--- src/rtl/dual_hash_bucket_occupancy_defines.svh ---
// Assertion macros for the dual-hash bucket occupancy block.
// Used by files that assert; they need clk_i and rst_ni in scope.
`ifndef DUAL_HASH_BUCKET_OCCUPANCY_DEFINES_SVH
`define DUAL_HASH_BUCKET_OCCUPANCY_DEFINES_SVH

// Same-cycle implication, checked at every rising edge outside reset.
`define DHBO_ASSERT_IMP(label, ante, cons, msg) \
  label: assert property (@(posedge clk_i) disable iff (!rst_ni) (ante) |-> (cons)) \
    else $error(msg);

// Next-cycle implication, checked at every rising edge outside reset.
`define DHBO_ASSERT_NXT(label, ante, cons, msg) \
  label: assert property (@(posedge clk_i) disable iff (!rst_ni) (ante) |=> (cons)) \
    else $error(msg);

`endif

--- src/rtl/dhbo_pkg.sv ---
// Shared types and constants of the dual-hash bucket occupancy block.
// No dependencies; the interfaces, controller, datapath and top import it.
package dhbo_pkg;

  localparam int CHAR_W      = 8;
  localparam int BYTE_VALUES = 256;
  localparam int IDX_W       = 7;
  localparam int CNT_W       = 7;
  localparam int TOT_W       = 32;
  localparam int KEY_W       = 32;
  localparam int MULT_W      = 32;
  localparam int OCC_W       = 2;

  localparam logic [KEY_W-1:0]  POLY_BASE  = 32'd31;
  localparam logic [MULT_W-1:0] MULT_RESET = 32'd2654431522;

  // Saturating occupancy codes of one bucket.
  localparam logic [OCC_W-1:0] OCC_EMPTY  = 2'd0;
  localparam logic [OCC_W-1:0] OCC_SINGLE = 2'd1;
  localparam logic [OCC_W-1:0] OCC_MULTI  = 2'd2;

  typedef enum logic [4:0] {
    ST_IDLE  = 5'b00001,
    ST_MUL   = 5'b00010,
    ST_SCALE = 5'b00100,
    ST_READ  = 5'b01000,
    ST_WRITE = 5'b10000
  } dhbo_state_e;

  // Commands from the controller to the datapath.
  typedef struct packed {
    logic acc_char;  // a byte that does not end the word
    logic word_end;  // the last byte of a word
    logic mul_en;    // form the 0.32 fraction
    logic scale_en;  // scale the fraction to a bucket index
    logic rd_en;     // read both occupancy tables
    logic wr_en;     // update tables and counters, load the result
  } dhbo_cmd_t;

endpackage

--- src/rtl/dhbo_if.sv ---
// Handshake interfaces of the dual-hash bucket occupancy block.
// Depends on dhbo_pkg for the field widths.
interface dhbo_in_if import dhbo_pkg::*; ();
  logic              valid;
  logic              ready;
  logic [CHAR_W-1:0] char_code;
  logic              last_char;

  modport source (output valid, char_code, last_char, input ready);
  modport sink (input valid, char_code, last_char, output ready);
endinterface

interface dhbo_out_if import dhbo_pkg::*; ();
  logic             valid;
  logic             ready;
  logic [IDX_W-1:0] sum_index;
  logic [IDX_W-1:0] mult_index;
  logic             sum_collision;
  logic             mult_collision;
  logic [TOT_W-1:0] sum_collisions_total;
  logic [TOT_W-1:0] mult_collisions_total;
  logic [CNT_W-1:0] sum_empty;
  logic [CNT_W-1:0] sum_single;
  logic [CNT_W-1:0] sum_multi;
  logic [CNT_W-1:0] mult_empty;
  logic [CNT_W-1:0] mult_single;
  logic [CNT_W-1:0] mult_multi;

  modport source (
    output valid, sum_index, mult_index, sum_collision, mult_collision,
           sum_collisions_total, mult_collisions_total, sum_empty, sum_single,
           sum_multi, mult_empty, mult_single, mult_multi,
    input  ready
  );
  modport sink (
    input  valid, sum_index, mult_index, sum_collision, mult_collision,
           sum_collisions_total, mult_collisions_total, sum_empty, sum_single,
           sum_multi, mult_empty, mult_single, mult_multi,
    output ready
  );
endinterface

--- src/rtl/dhbo_ram.sv ---
// Generic single-write, single-read RAM with registered read data.
// No dependencies.
module dhbo_ram #(
  parameter int WIDTH = 2,
  parameter int DEPTH = 127
) (
  input  logic                     clk_i,
  input  logic                     we_i,
  input  logic [$clog2(DEPTH)-1:0] waddr_i,
  input  logic [WIDTH-1:0]         wdata_i,
  input  logic                     re_i,
  input  logic [$clog2(DEPTH)-1:0] raddr_i,
  output logic [WIDTH-1:0]         rdata_o
);

  logic [WIDTH-1:0] mem_q [DEPTH];
  logic [WIDTH-1:0] rdata_q;

  always_ff @(posedge clk_i) begin
    if (we_i) begin
      mem_q[waddr_i] <= wdata_i;
    end
    if (re_i) begin
      rdata_q <= mem_q[raddr_i];
    end
  end

  assign rdata_o = rdata_q;

endmodule

--- src/rtl/dhbo_ctrl.sv ---
// Controller of the dual-hash bucket occupancy block: sequences word ends
// and owns both handshakes. Depends on dhbo_pkg.
module dhbo_ctrl import dhbo_pkg::*; (
  input  logic      clk_i,
  input  logic      rst_ni,
  input  logic      in_valid_i,
  input  logic      in_last_i,
  input  logic      out_ready_i,
  output logic      in_ready_o,
  output logic      out_valid_o,
  output dhbo_cmd_t cmd_o
);

  dhbo_state_e state_q, state_d;
  logic        out_valid_q, out_valid_d;
  logic        in_acc;
  logic        out_free;

  assign in_ready_o = (state_q == ST_IDLE);
  assign in_acc     = in_valid_i && in_ready_o;
  // The result register can take a new result when it is empty or drains now.
  assign out_free   = !out_valid_q || out_ready_i;

  always_comb begin
    state_d        = state_q;
    cmd_o          = '0;
    cmd_o.acc_char = in_acc && !in_last_i;
    cmd_o.word_end = in_acc && in_last_i;
    unique case (state_q)
      ST_IDLE: begin
        if (cmd_o.word_end) begin
          state_d = ST_MUL;
        end
      end
      ST_MUL: begin
        cmd_o.mul_en = 1'b1;
        state_d      = ST_SCALE;
      end
      ST_SCALE: begin
        cmd_o.scale_en = 1'b1;
        state_d        = ST_READ;
      end
      ST_READ: begin
        cmd_o.rd_en = 1'b1;
        state_d     = ST_WRITE;
      end
      ST_WRITE: begin
        if (out_free) begin
          cmd_o.wr_en = 1'b1;
          state_d     = ST_IDLE;
        end
      end
      default: begin
        state_d = ST_IDLE;
      end
    endcase
  end

  always_comb begin
    out_valid_d = out_valid_q;
    if (out_valid_q && out_ready_i) begin
      out_valid_d = 1'b0;
    end
    if (cmd_o.wr_en) begin
      out_valid_d = 1'b1;
    end
  end

  always_ff @(posedge clk_i or negedge rst_ni) begin
    if (!rst_ni) begin
      state_q     <= ST_IDLE;
      out_valid_q <= 1'b0;
    end else begin
      state_q     <= state_d;
      out_valid_q <= out_valid_d;
    end
  end

  assign out_valid_o = out_valid_q;

endmodule

--- src/rtl/dhbo_datapath.sv ---
// Datapath of the dual-hash bucket occupancy block: hash accumulators,
// multiplicative index, occupancy tables and counters. Depends on dhbo_pkg
// and dhbo_ram.
module dhbo_datapath import dhbo_pkg::*; #(
  parameter int TABLE_SIZE = 127
) (
  input  logic              clk_i,
  input  logic              rst_ni,
  input  dhbo_cmd_t         cmd_i,
  input  logic              cfg_we_i,
  input  logic [MULT_W-1:0] cfg_data_i,
  input  logic [CHAR_W-1:0] char_code_i,
  output logic [IDX_W-1:0]  sum_index_o,
  output logic [IDX_W-1:0]  mult_index_o,
  output logic              sum_collision_o,
  output logic              mult_collision_o,
  output logic [TOT_W-1:0]  sum_collisions_total_o,
  output logic [TOT_W-1:0]  mult_collisions_total_o,
  output logic [CNT_W-1:0]  sum_empty_o,
  output logic [CNT_W-1:0]  sum_single_o,
  output logic [CNT_W-1:0]  sum_multi_o,
  output logic [CNT_W-1:0]  mult_empty_o,
  output logic [CNT_W-1:0]  mult_single_o,
  output logic [CNT_W-1:0]  mult_multi_o
);

  localparam int               ADDR_W = $clog2(TABLE_SIZE);
  localparam logic [IDX_W-1:0] TS_C   = IDX_W'(TABLE_SIZE);
  localparam int               PROD_W = MULT_W + IDX_W;

  // Configuration and per-word accumulators.
  logic [MULT_W-1:0] mult_q;
  logic [IDX_W-1:0]  res_q, res_d;
  logic [KEY_W-1:0]  key_q, key_d;

  // Word-end pipeline.
  logic [IDX_W-1:0]  sidx_q;
  logic [KEY_W-1:0]  key_end_q;
  logic [MULT_W-1:0] frac_q;
  logic [IDX_W-1:0]  midx_q;
  logic              sum_vld_hit_q, mult_vld_hit_q;

  // Occupancy state.
  logic [TABLE_SIZE-1:0] sum_vld_q, mult_vld_q;
  logic [OCC_W-1:0]      sum_rdata, mult_rdata;
  logic [OCC_W-1:0]      sum_old, mult_old, sum_new, mult_new;
  logic [ADDR_W-1:0]     saddr, maddr;

  // Counters and held result.
  logic [TOT_W-1:0] sum_tot_q, mult_tot_q;
  logic [CNT_W-1:0] sum_empty_q, sum_single_q, sum_multi_q;
  logic [CNT_W-1:0] mult_empty_q, mult_single_q, mult_multi_q;
  logic [IDX_W-1:0] out_sidx_q, out_midx_q;
  logic             out_scoll_q, out_mcoll_q;

  logic [IDX_W-1:0]       byte_mod [BYTE_VALUES];
  logic [IDX_W:0]         res_sum;
  logic [2*KEY_W-1:0]     frac_prod;
  logic [PROD_W-1:0]      scale_prod;
  logic                   sum_hit, mult_hit;

  // Constant table of byte value modulo the table size.
  for (genvar g = 0; g < BYTE_VALUES; g++) begin : g_byte_mod
    assign byte_mod[g] = IDX_W'(g % TABLE_SIZE);
  end

  always_comb begin
    res_sum = {1'b0, res_q} + {1'b0, byte_mod[char_code_i]};
    if (res_sum >= {1'b0, TS_C}) begin
      res_sum = res_sum - {1'b0, TS_C};
    end
    res_d = res_sum[IDX_W-1:0];
    // Only the low 32 bits of the key reach the fraction.
    key_d = KEY_W'(key_q * POLY_BASE) + KEY_W'(char_code_i);
  end

  assign frac_prod  = key_end_q * mult_q;
  assign scale_prod = frac_q * TS_C;

  always_ff @(posedge clk_i or negedge rst_ni) begin
    if (!rst_ni) begin
      mult_q <= MULT_RESET;
      res_q  <= '0;
      key_q  <= '0;
    end else begin
      if (cfg_we_i) begin
        mult_q <= cfg_data_i;
      end
      if (cmd_i.acc_char) begin
        res_q <= res_d;
        key_q <= key_d;
      end else if (cmd_i.word_end) begin
        res_q <= '0;
        key_q <= '0;
      end
    end
  end

  always_ff @(posedge clk_i) begin
    if (cmd_i.word_end) begin
      sidx_q    <= res_d;
      key_end_q <= key_d;
    end
    if (cmd_i.mul_en) begin
      frac_q <= frac_prod[MULT_W-1:0];
    end
    if (cmd_i.scale_en) begin
      midx_q <= scale_prod[PROD_W-1:MULT_W];
    end
    if (cmd_i.rd_en) begin
      sum_vld_hit_q  <= sum_vld_q[saddr];
      mult_vld_hit_q <= mult_vld_q[maddr];
    end
  end

  assign saddr = sidx_q[ADDR_W-1:0];
  assign maddr = midx_q[ADDR_W-1:0];

  dhbo_ram #(
    .WIDTH (OCC_W),
    .DEPTH (TABLE_SIZE)
  ) u_sum_ram (
    .clk_i   (clk_i),
    .we_i    (cmd_i.wr_en),
    .waddr_i (saddr),
    .wdata_i (sum_new),
    .re_i    (cmd_i.rd_en),
    .raddr_i (saddr),
    .rdata_o (sum_rdata)
  );

  dhbo_ram #(
    .WIDTH (OCC_W),
    .DEPTH (TABLE_SIZE)
  ) u_mult_ram (
    .clk_i   (clk_i),
    .we_i    (cmd_i.wr_en),
    .waddr_i (maddr),
    .wdata_i (mult_new),
    .re_i    (cmd_i.rd_en),
    .raddr_i (maddr),
    .rdata_o (mult_rdata)
  );

  // A bucket never written since reset reads as empty.
  assign sum_old  = sum_vld_hit_q ? sum_rdata : OCC_EMPTY;
  assign mult_old = mult_vld_hit_q ? mult_rdata : OCC_EMPTY;
  assign sum_hit  = (sum_old != OCC_EMPTY);
  assign mult_hit = (mult_old != OCC_EMPTY);
  assign sum_new  = sum_hit ? OCC_MULTI : OCC_SINGLE;
  assign mult_new = mult_hit ? OCC_MULTI : OCC_SINGLE;

  always_ff @(posedge clk_i or negedge rst_ni) begin
    if (!rst_ni) begin
      sum_vld_q     <= '0;
      mult_vld_q    <= '0;
      sum_tot_q     <= '0;
      mult_tot_q    <= '0;
      sum_empty_q   <= CNT_W'(TABLE_SIZE);
      sum_single_q  <= '0;
      sum_multi_q   <= '0;
      mult_empty_q  <= CNT_W'(TABLE_SIZE);
      mult_single_q <= '0;
      mult_multi_q  <= '0;
    end else if (cmd_i.wr_en) begin
      sum_vld_q[saddr]  <= 1'b1;
      mult_vld_q[maddr] <= 1'b1;
      if (sum_hit && (sum_tot_q != '1)) begin
        sum_tot_q <= sum_tot_q + TOT_W'(1);
      end
      if (mult_hit && (mult_tot_q != '1)) begin
        mult_tot_q <= mult_tot_q + TOT_W'(1);
      end
      if (sum_old == OCC_EMPTY) begin
        sum_empty_q  <= sum_empty_q - CNT_W'(1);
        sum_single_q <= sum_single_q + CNT_W'(1);
      end else if (sum_old == OCC_SINGLE) begin
        sum_single_q <= sum_single_q - CNT_W'(1);
        sum_multi_q  <= sum_multi_q + CNT_W'(1);
      end
      if (mult_old == OCC_EMPTY) begin
        mult_empty_q  <= mult_empty_q - CNT_W'(1);
        mult_single_q <= mult_single_q + CNT_W'(1);
      end else if (mult_old == OCC_SINGLE) begin
        mult_single_q <= mult_single_q - CNT_W'(1);
        mult_multi_q  <= mult_multi_q + CNT_W'(1);
      end
    end
  end

  always_ff @(posedge clk_i) begin
    if (cmd_i.wr_en) begin
      out_sidx_q  <= sidx_q;
      out_midx_q  <= midx_q;
      out_scoll_q <= sum_hit;
      out_mcoll_q <= mult_hit;
    end
  end

  // Counters change only when a new result is loaded, so they double as
  // the result's totals.
  assign sum_index_o             = out_sidx_q;
  assign mult_index_o            = out_midx_q;
  assign sum_collision_o         = out_scoll_q;
  assign mult_collision_o        = out_mcoll_q;
  assign sum_collisions_total_o  = sum_tot_q;
  assign mult_collisions_total_o = mult_tot_q;
  assign sum_empty_o             = sum_empty_q;
  assign sum_single_o            = sum_single_q;
  assign sum_multi_o             = sum_multi_q;
  assign mult_empty_o            = mult_empty_q;
  assign mult_single_o           = mult_single_q;
  assign mult_multi_o            = mult_multi_q;

endmodule

--- src/rtl/dual_hash_bucket_occupancy.sv ---
// Dual-hash bucket occupancy monitor.
// Words arrive on in_i one byte per transaction; last_char marks the final
// byte. Each word is hashed twice: a byte sum modulo TABLE_SIZE and a base-31
// polynomial key scaled by a 0.32 fixed-point multiplier (cfg_we_i and
// cfg_data_i write it; write only while the block is idle).
// Bytes that do not end a word are taken one per cycle while no word end
// is in progress, and give no result. A last byte starts the word-end
// sequence: fraction multiply, index scaling, table read and table update.
// The update step loads the result register that drives out_o, and in_i
// takes no byte until that step is done.
// The result carries both bucket indexes, collision flags, saturating
// collision totals and the empty/single/multi bucket counts of both tables.
// If out_o is stalled, the result waits in its register; the block still
// takes bytes and works down the next word end, holding it in the update
// step until the pending result is taken.
// Reset returns the multiplier to its default, clears the accumulators,
// marks every bucket empty through per-bucket valid bits, sets the empty
// counts to TABLE_SIZE and zeroes the rest; no clearing pass is needed.
`include "dual_hash_bucket_occupancy_defines.svh"

module dual_hash_bucket_occupancy import dhbo_pkg::*; #(
  parameter int TABLE_SIZE = 127
) (
  input  logic              clk_i,
  input  logic              rst_ni,
  input  logic              cfg_we_i,
  input  logic [MULT_W-1:0] cfg_data_i,
  dhbo_in_if.sink           in_i,
  dhbo_out_if.source        out_o
);

  dhbo_cmd_t cmd;
  logic      in_ready;
  logic      out_valid;
  logic      sum_counts_ok;
  logic      mult_counts_ok;
  logic      word_end_acc;
  logic      idx_in_range;

  dhbo_ctrl u_ctrl (
    .clk_i       (clk_i),
    .rst_ni      (rst_ni),
    .in_valid_i  (in_i.valid),
    .in_last_i   (in_i.last_char),
    .out_ready_i (out_o.ready),
    .in_ready_o  (in_ready),
    .out_valid_o (out_valid),
    .cmd_o       (cmd)
  );

  dhbo_datapath #(
    .TABLE_SIZE (TABLE_SIZE)
  ) u_datapath (
    .clk_i                   (clk_i),
    .rst_ni                  (rst_ni),
    .cmd_i                   (cmd),
    .cfg_we_i                (cfg_we_i),
    .cfg_data_i              (cfg_data_i),
    .char_code_i             (in_i.char_code),
    .sum_index_o             (out_o.sum_index),
    .mult_index_o            (out_o.mult_index),
    .sum_collision_o         (out_o.sum_collision),
    .mult_collision_o        (out_o.mult_collision),
    .sum_collisions_total_o  (out_o.sum_collisions_total),
    .mult_collisions_total_o (out_o.mult_collisions_total),
    .sum_empty_o             (out_o.sum_empty),
    .sum_single_o            (out_o.sum_single),
    .sum_multi_o             (out_o.sum_multi),
    .mult_empty_o            (out_o.mult_empty),
    .mult_single_o           (out_o.mult_single),
    .mult_multi_o            (out_o.mult_multi)
  );

  assign in_i.ready  = in_ready;
  assign out_o.valid = out_valid;

  // Every bucket is in exactly one of the three occupancy classes.
  assign sum_counts_ok  = ({2'b00, out_o.sum_empty} + {2'b00, out_o.sum_single}
                           + {2'b00, out_o.sum_multi}) == 9'(TABLE_SIZE);
  assign mult_counts_ok = ({2'b00, out_o.mult_empty} + {2'b00, out_o.mult_single}
                           + {2'b00, out_o.mult_multi}) == 9'(TABLE_SIZE);
  assign word_end_acc   = in_i.valid && in_ready && in_i.last_char;
  assign idx_in_range   = (out_o.sum_index < IDX_W'(TABLE_SIZE))
                          && (out_o.mult_index < IDX_W'(TABLE_SIZE));

  `DHBO_ASSERT_IMP(a_sum_counts, 1'b1, sum_counts_ok, "sum table bucket counts do not add up")
  `DHBO_ASSERT_IMP(a_mult_counts, 1'b1, mult_counts_ok, "mult table bucket counts do not add up")
  `DHBO_ASSERT_NXT(a_word_end_busy, word_end_acc, !in_ready, "input taken during word end")
  `DHBO_ASSERT_NXT(a_update_shows, cmd.wr_en, out_o.valid, "table update without a result")
  `DHBO_ASSERT_IMP(a_index_range, out_o.valid, idx_in_range, "bucket index out of range")

endmodule
--- src/flat_wrapper.sv ---
// flat-port wrapper written by rule: the top's interface ports become plain ports
module dual_hash_bucket_occupancy_flat import dhbo_pkg::*;
#(
  parameter int TABLE_SIZE = 127
)
  (clk_i, rst_ni, cfg_we_i, cfg_data_i, in_i_valid, in_i_char_code, in_i_last_char, in_i_ready, out_o_valid, out_o_sum_index, out_o_mult_index, out_o_sum_collision, out_o_mult_collision, out_o_sum_collisions_total, out_o_mult_collisions_total, out_o_sum_empty, out_o_sum_single, out_o_sum_multi, out_o_mult_empty, out_o_mult_single, out_o_mult_multi, out_o_ready);
  dhbo_in_if in_i_i ();
  dhbo_out_if out_o_i ();
  input  logic clk_i;
  input  logic rst_ni;
  input  logic cfg_we_i;
  input  logic [MULT_W-1:0] cfg_data_i;
  input wire logic [$bits(in_i_i.valid)-1:0] in_i_valid;
  input wire logic [$bits(in_i_i.char_code)-1:0] in_i_char_code;
  input wire logic [$bits(in_i_i.last_char)-1:0] in_i_last_char;
  output wire logic [$bits(in_i_i.ready)-1:0] in_i_ready;
  output wire logic [$bits(out_o_i.valid)-1:0] out_o_valid;
  output wire logic [$bits(out_o_i.sum_index)-1:0] out_o_sum_index;
  output wire logic [$bits(out_o_i.mult_index)-1:0] out_o_mult_index;
  output wire logic [$bits(out_o_i.sum_collision)-1:0] out_o_sum_collision;
  output wire logic [$bits(out_o_i.mult_collision)-1:0] out_o_mult_collision;
  output wire logic [$bits(out_o_i.sum_collisions_total)-1:0] out_o_sum_collisions_total;
  output wire logic [$bits(out_o_i.mult_collisions_total)-1:0] out_o_mult_collisions_total;
  output wire logic [$bits(out_o_i.sum_empty)-1:0] out_o_sum_empty;
  output wire logic [$bits(out_o_i.sum_single)-1:0] out_o_sum_single;
  output wire logic [$bits(out_o_i.sum_multi)-1:0] out_o_sum_multi;
  output wire logic [$bits(out_o_i.mult_empty)-1:0] out_o_mult_empty;
  output wire logic [$bits(out_o_i.mult_single)-1:0] out_o_mult_single;
  output wire logic [$bits(out_o_i.mult_multi)-1:0] out_o_mult_multi;
  input wire logic [$bits(out_o_i.ready)-1:0] out_o_ready;
  assign in_i_i.valid = in_i_valid;
  assign in_i_i.char_code = in_i_char_code;
  assign in_i_i.last_char = in_i_last_char;
  assign in_i_ready = in_i_i.ready;
  assign out_o_valid = out_o_i.valid;
  assign out_o_sum_index = out_o_i.sum_index;
  assign out_o_mult_index = out_o_i.mult_index;
  assign out_o_sum_collision = out_o_i.sum_collision;
  assign out_o_mult_collision = out_o_i.mult_collision;
  assign out_o_sum_collisions_total = out_o_i.sum_collisions_total;
  assign out_o_mult_collisions_total = out_o_i.mult_collisions_total;
  assign out_o_sum_empty = out_o_i.sum_empty;
  assign out_o_sum_single = out_o_i.sum_single;
  assign out_o_sum_multi = out_o_i.sum_multi;
  assign out_o_mult_empty = out_o_i.mult_empty;
  assign out_o_mult_single = out_o_i.mult_single;
  assign out_o_mult_multi = out_o_i.mult_multi;
  assign out_o_i.ready = out_o_ready;
  dual_hash_bucket_occupancy #(.TABLE_SIZE(TABLE_SIZE)) u_core (.clk_i(clk_i), .rst_ni(rst_ni), .cfg_we_i(cfg_we_i), .cfg_data_i(cfg_data_i), .in_i(in_i_i), .out_o(out_o_i));
endmodule
--- config.mk ---
export PLATFORM = sky130hd
export DESIGN_NAME = dual_hash_bucket_occupancy_flat
export DESIGN_NICKNAME = d
export VERILOG_FILES = /design/src/rtl/dhbo_pkg.sv /design/src/rtl/dhbo_if.sv /design/src/rtl/dhbo_ram.sv /design/src/rtl/dhbo_ctrl.sv /design/src/rtl/dhbo_datapath.sv /design/src/rtl/dual_hash_bucket_occupancy.sv /design/src/flat_wrapper.sv
export VERILOG_INCLUDE_DIRS = /design/src /design/src/rtl
export SDC_FILE = /design/constraint.sdc
export NUM_CORES = 2
export LEC_CHECK = 0
export ABC_AREA = 1
export BUFFER_PORTS_ARGS = -buffer_cell sky130_fd_sc_hd__buf_2
export CORE_MARGIN = 2
export CORE_UTILIZATION = 45
export DETAILED_ROUTE_END_ITERATION = 8
export PLACE_DENSITY = 0.66
export SLEW_MARGIN = 20
export SYNTH_ARGS = -nofsm -noshare
export SYNTH_HDL_FRONTEND = slang
export SYNTH_HIERARCHICAL = 1
export SYNTH_SLANG_ARGS = --single-unit
--- constraint.sdc ---
create_clock -name clk_i -period 10.4 [get_ports clk_i]
set_input_delay 0.52 -clock clk_i [delete_from_list [all_inputs] [get_ports clk_i]]
set_output_delay 0.52 -clock clk_i [all_outputs]
set_load 0.01 [all_outputs]
==> key figures <==
Route
  • Top Layer Used: met5
  • Post-Route WL: around 180 mm
  • Met1 WL: roughly 78 mm
  • Vias per cell: between 5 and 6
  • WL per Instance: between 15 and 20 microns
  • Routed via count: ~52000
  • Detail Route met2 WL: roughly 87 mm
  • Met3 Wirelength: around 13 mm
  • Routed Antenna Nets: 0
  • First-pass DRT Iterations: 5
  • Initial DRC Count: between 4000 and 5000
  • # DRC: 0

Synthesis
  • Yosys cell types: between 50 and 60
  • Most common cell in the synthesized netlist: nand2_1
  • Top cells by area, synth: edfxtp_1, fa_1, dfrtp_1
  • #FFs+latches synth: around 1000
  • Synth Area per Inst: between 9 and 10 sq um
  • Async SR Flop Fraction: 41.82%
  • Post-Syn Area: 70710 sq um
  • Post-synth top flop: edfxtp_1
  • Commonest cells post-synth: nand2_1, inv_1, fa_1
  • Number of synthesized flops with an enable pin: 608
  • Sequential share of the synthesized area: 41.34%
  • Cells after Synth: about 7700
  • Yosys synthesis warning count: 6
  • Yosys top cell area share: about a quarter
  • Post-synth net total: between 8000 and 9000
  • Area leader, netlist: edfxtp_1

GRT
  • Largest net degree at the start of global routing: between 150 and 200
  • Total GRT Usage: a little under a quarter
  • Antenna violations before repair: 6
  • First-pass GRT wire length: about 290 mm
  • Number of global-route vias before repair: 53180
  • Grt total ovfl: 0

Clock tree
  • PostCTS Resize Cnt: 0
  • Clock latency on the worst-skew pair: a little under 800 ps
  • Postcts setup bufs: 0
  • CTS Sinks: about 1000
  • Max H-tree Level: 3
  • Hold buffer count at cts: 11
  • Root Driver: clkbuf_16
  • CTS tree: built
  • Clock-pin slew on the worst setup and hold paths: approximately 60 ps
  • Worst-case clock buffer depth: 3
  • TritonCTS buffer count: ~110

Die
  • Core ar.: roughly 160000 sq um
  • Die area: approximately 160000 sq um
  • Die height: ~400 microns
  • Starting Density: 45.27%
  • IO Count: 170
  • Row count: 145
  • Die width: ~400 microns

STA
  • Final worst-path cycle share: between 70% and 80%
  • Relative slew slack: between 20% and 30%
  • Final hold vios: 0
  • Period minus WS final: 7336 ps
  • Worst clock skew: 88.29 ps
  • PnR worst setup slack: 3064 ps
  • Max Transition Viols Final: 0
  • RSZ-0062 raised after global routing: false
  • Worst-margin pin slew: between 1000 and 1500 ps
  • Max Freq: 136.3 MHz
  • Setup TNS: 0 ps
  • Setup-failing EPs final: 0

Final layout
  • Area grow syn2layout: 9.145%
  • Final nets: 8675
  • Fillers: roughly 14000
  • Fraction of layout cells with a size suffix above 1: under 10%

Setup path
  • Worst Setup Path Type: reg -> reg
  • Worst path arrival time: between 7000 and 8000 ps
  • Delay-heaviest family, CP: adder cells
  • Crit Path Max Fanout: 24
  • Critical Path Source Type: register
  • CP max stage delay: between 1000 and 1500 ps
  • Critical Path RT: about 11000 ps
  • Most common cell on crit path: fa_1
  • Critical-path cell list: nand2_1 -> fa_1 -> inv_1 -> fa_1 -> fa_1 -> fa_1 -> inv_1 -> fa_1 -> inv_1 -> fa_1 -> fa_1 -> inv_1 -> fa_1 -> inv_1 -> ha_1 -> inv_1 -> o21bai_1 -> a21oi_1 -> nor2_1 -> a211oi_1 -> a21boi_0 -> nand2_1 -> nand3_1 -> nand2_1
  • CP Buf/Inv Count: 6
  • Crit end category: register
  • CP max stage cell: edfxtp_1

Placement
  • Post-place setup slack: 3016 ps
  • Port buffer count: between 150 and 200
  • Placer Congestion: around 0.91
  • HPWL Detailed: between 100 and 150 mm

Hold path
  • Worst hold-check path type: in -> reg

Status
  • Outcome: completed

Run
  • Max-cap violations: 0
[path summary, 6_finish.rpt]
path                                              startpoint                                           end  slack [ps]  cells after the start
setup reg to reg              u_core/u_datapath/key_end_q[8]                  u_core/u_datapath/frac_q[31]        3060                     24
hold / removal                                cfg_data_i[22]                  u_core/u_datapath/mult_q[22]          50                      2
setup / recovery              u_core/u_datapath/key_end_q[8]                  u_core/u_datapath/frac_q[31]        3060                     24
max in group asynchronous                             rst_ni             u_core/u_datapath/mult_vld_q[119]        7880                      4
min in group asynchronous                             rst_ni  u_core/u_datapath/sum_collisions_total_o[25]         370                      2
hold reg to reg            u_core/u_datapath/mult_vld_q[118]             u_core/u_datapath/mult_vld_q[118]         460                      2
[registers in the layout, summed over array words and instances, names as in the netlist, 32 cells and up]
signal / cells
u_core/u_datapath/key_q: 32
u_core/u_datapath/sum_vld_q: 127
u_core/u_datapath/sum_collisions_total_o: 32
u_core/u_datapath/u_sum_ram/mem_q: 254
u_core/u_datapath/frac_q: 32
u_core/u_datapath/mult_collisions_total_o: 32
u_core/u_datapath/mult_vld_q: 127
u_core/u_datapath/key_end_q: 32
u_core/u_datapath/mult_q: 32
u_core/u_datapath/u_mult_ram/mem_q: 254
[cells in the final DEF, fill, tap and decap left out, types with 18 or more instances in the layout]
cell type / count
a21o_1: 18
a21oi_1: 147
buf_2: 168
buf_4: 47
clkbuf_1: 22
clkbuf_16: 115
dfrtp_1: 405
dfstp_2: 31
edfxtp_1: 608
fa_1: 619
ha_1: 265
inv_1: 1399
mux2_2: 34
nand2_1: 1845
nand3_1: 608
nand4_1: 53
nor2_1: 462
nor3_1: 74
nor4_1: 22
o21ai_0: 298
o21bai_1: 102
o22ai_1: 64
xnor2_1: 53
xor2_1: 119
[worst register-to-register path, stage by stage (launching register included)]
cell and delay, ps:
edfxtp_1 1060, nand2_1 160, fa_1 540, inv_1 60, fa_1 560, fa_1 430, fa_1 490, inv_1 50
fa_1 530, inv_1 60, fa_1 500, fa_1 600, inv_1 80, fa_1 530, inv_1 50, ha_1 340
inv_1 100, o21bai_1 100, a21oi_1 140, nor2_1 50, a211oi_1 180, a21boi_0 190, nand2_1 90, nand3_1 90
nand2_1 70
[layer usage]
layer | vias up | GRT usage, %
li1 | 24400 | -
met2 | 1778 | 37.55
met4 | 4 | 7.881
met3 | 315 | 3.162
met5 | - | 0
met1 | 25620 | 31.05
[kinds of logic (layout without fill, tap and decap cells)]
kind of cell	after synthesis	in the layout	synth area share, %
adders and majority gates	884	884	22.21
buffers and inverters	1698	1852	9.382
and+or+nand+nor	3116	3116	18.29
DFF	1045	1045	41.34
muxes	34	34	0.5415
xor gates and xnor gates	172	172	2.130
other	0	3	0
AOI/OAI and AO/OA	731	731	6.106
[stage by stage]
step / instances / instance area, sq um / utilization (%) / hold slack (ps)
finish: 9895 / 77180 / 49.41 / 47.23
global route: 9893 / 77170 / 49.40 / 37.49
CTS: 9892 / 77160 / 49.40 / 0.3310
detailed placement: 9677 / 73250 / 46.89 / 444.1
global placement: 9677 / 73250 / 46.89 / 438.3
floorplan: 7680 / 70710 / - / 224.4
[final cells by class]
cell class,instances,area (sq um),area share [%]
sequential,1045,29230,37.88
antenna,3,7.507,0.009727
clock buffer,148,3112,4.032
tap,2058,2575,3.336
multi-input combinational,4937,34870,45.18
clock inverter,56,693.2,0.8982
inverter,1419,5334,6.911
timing repair buffer,229,1350,1.749
Power is not shown: default switching activity piles up to over one toggle a cycle in this logic, so the estimate is an artifact.
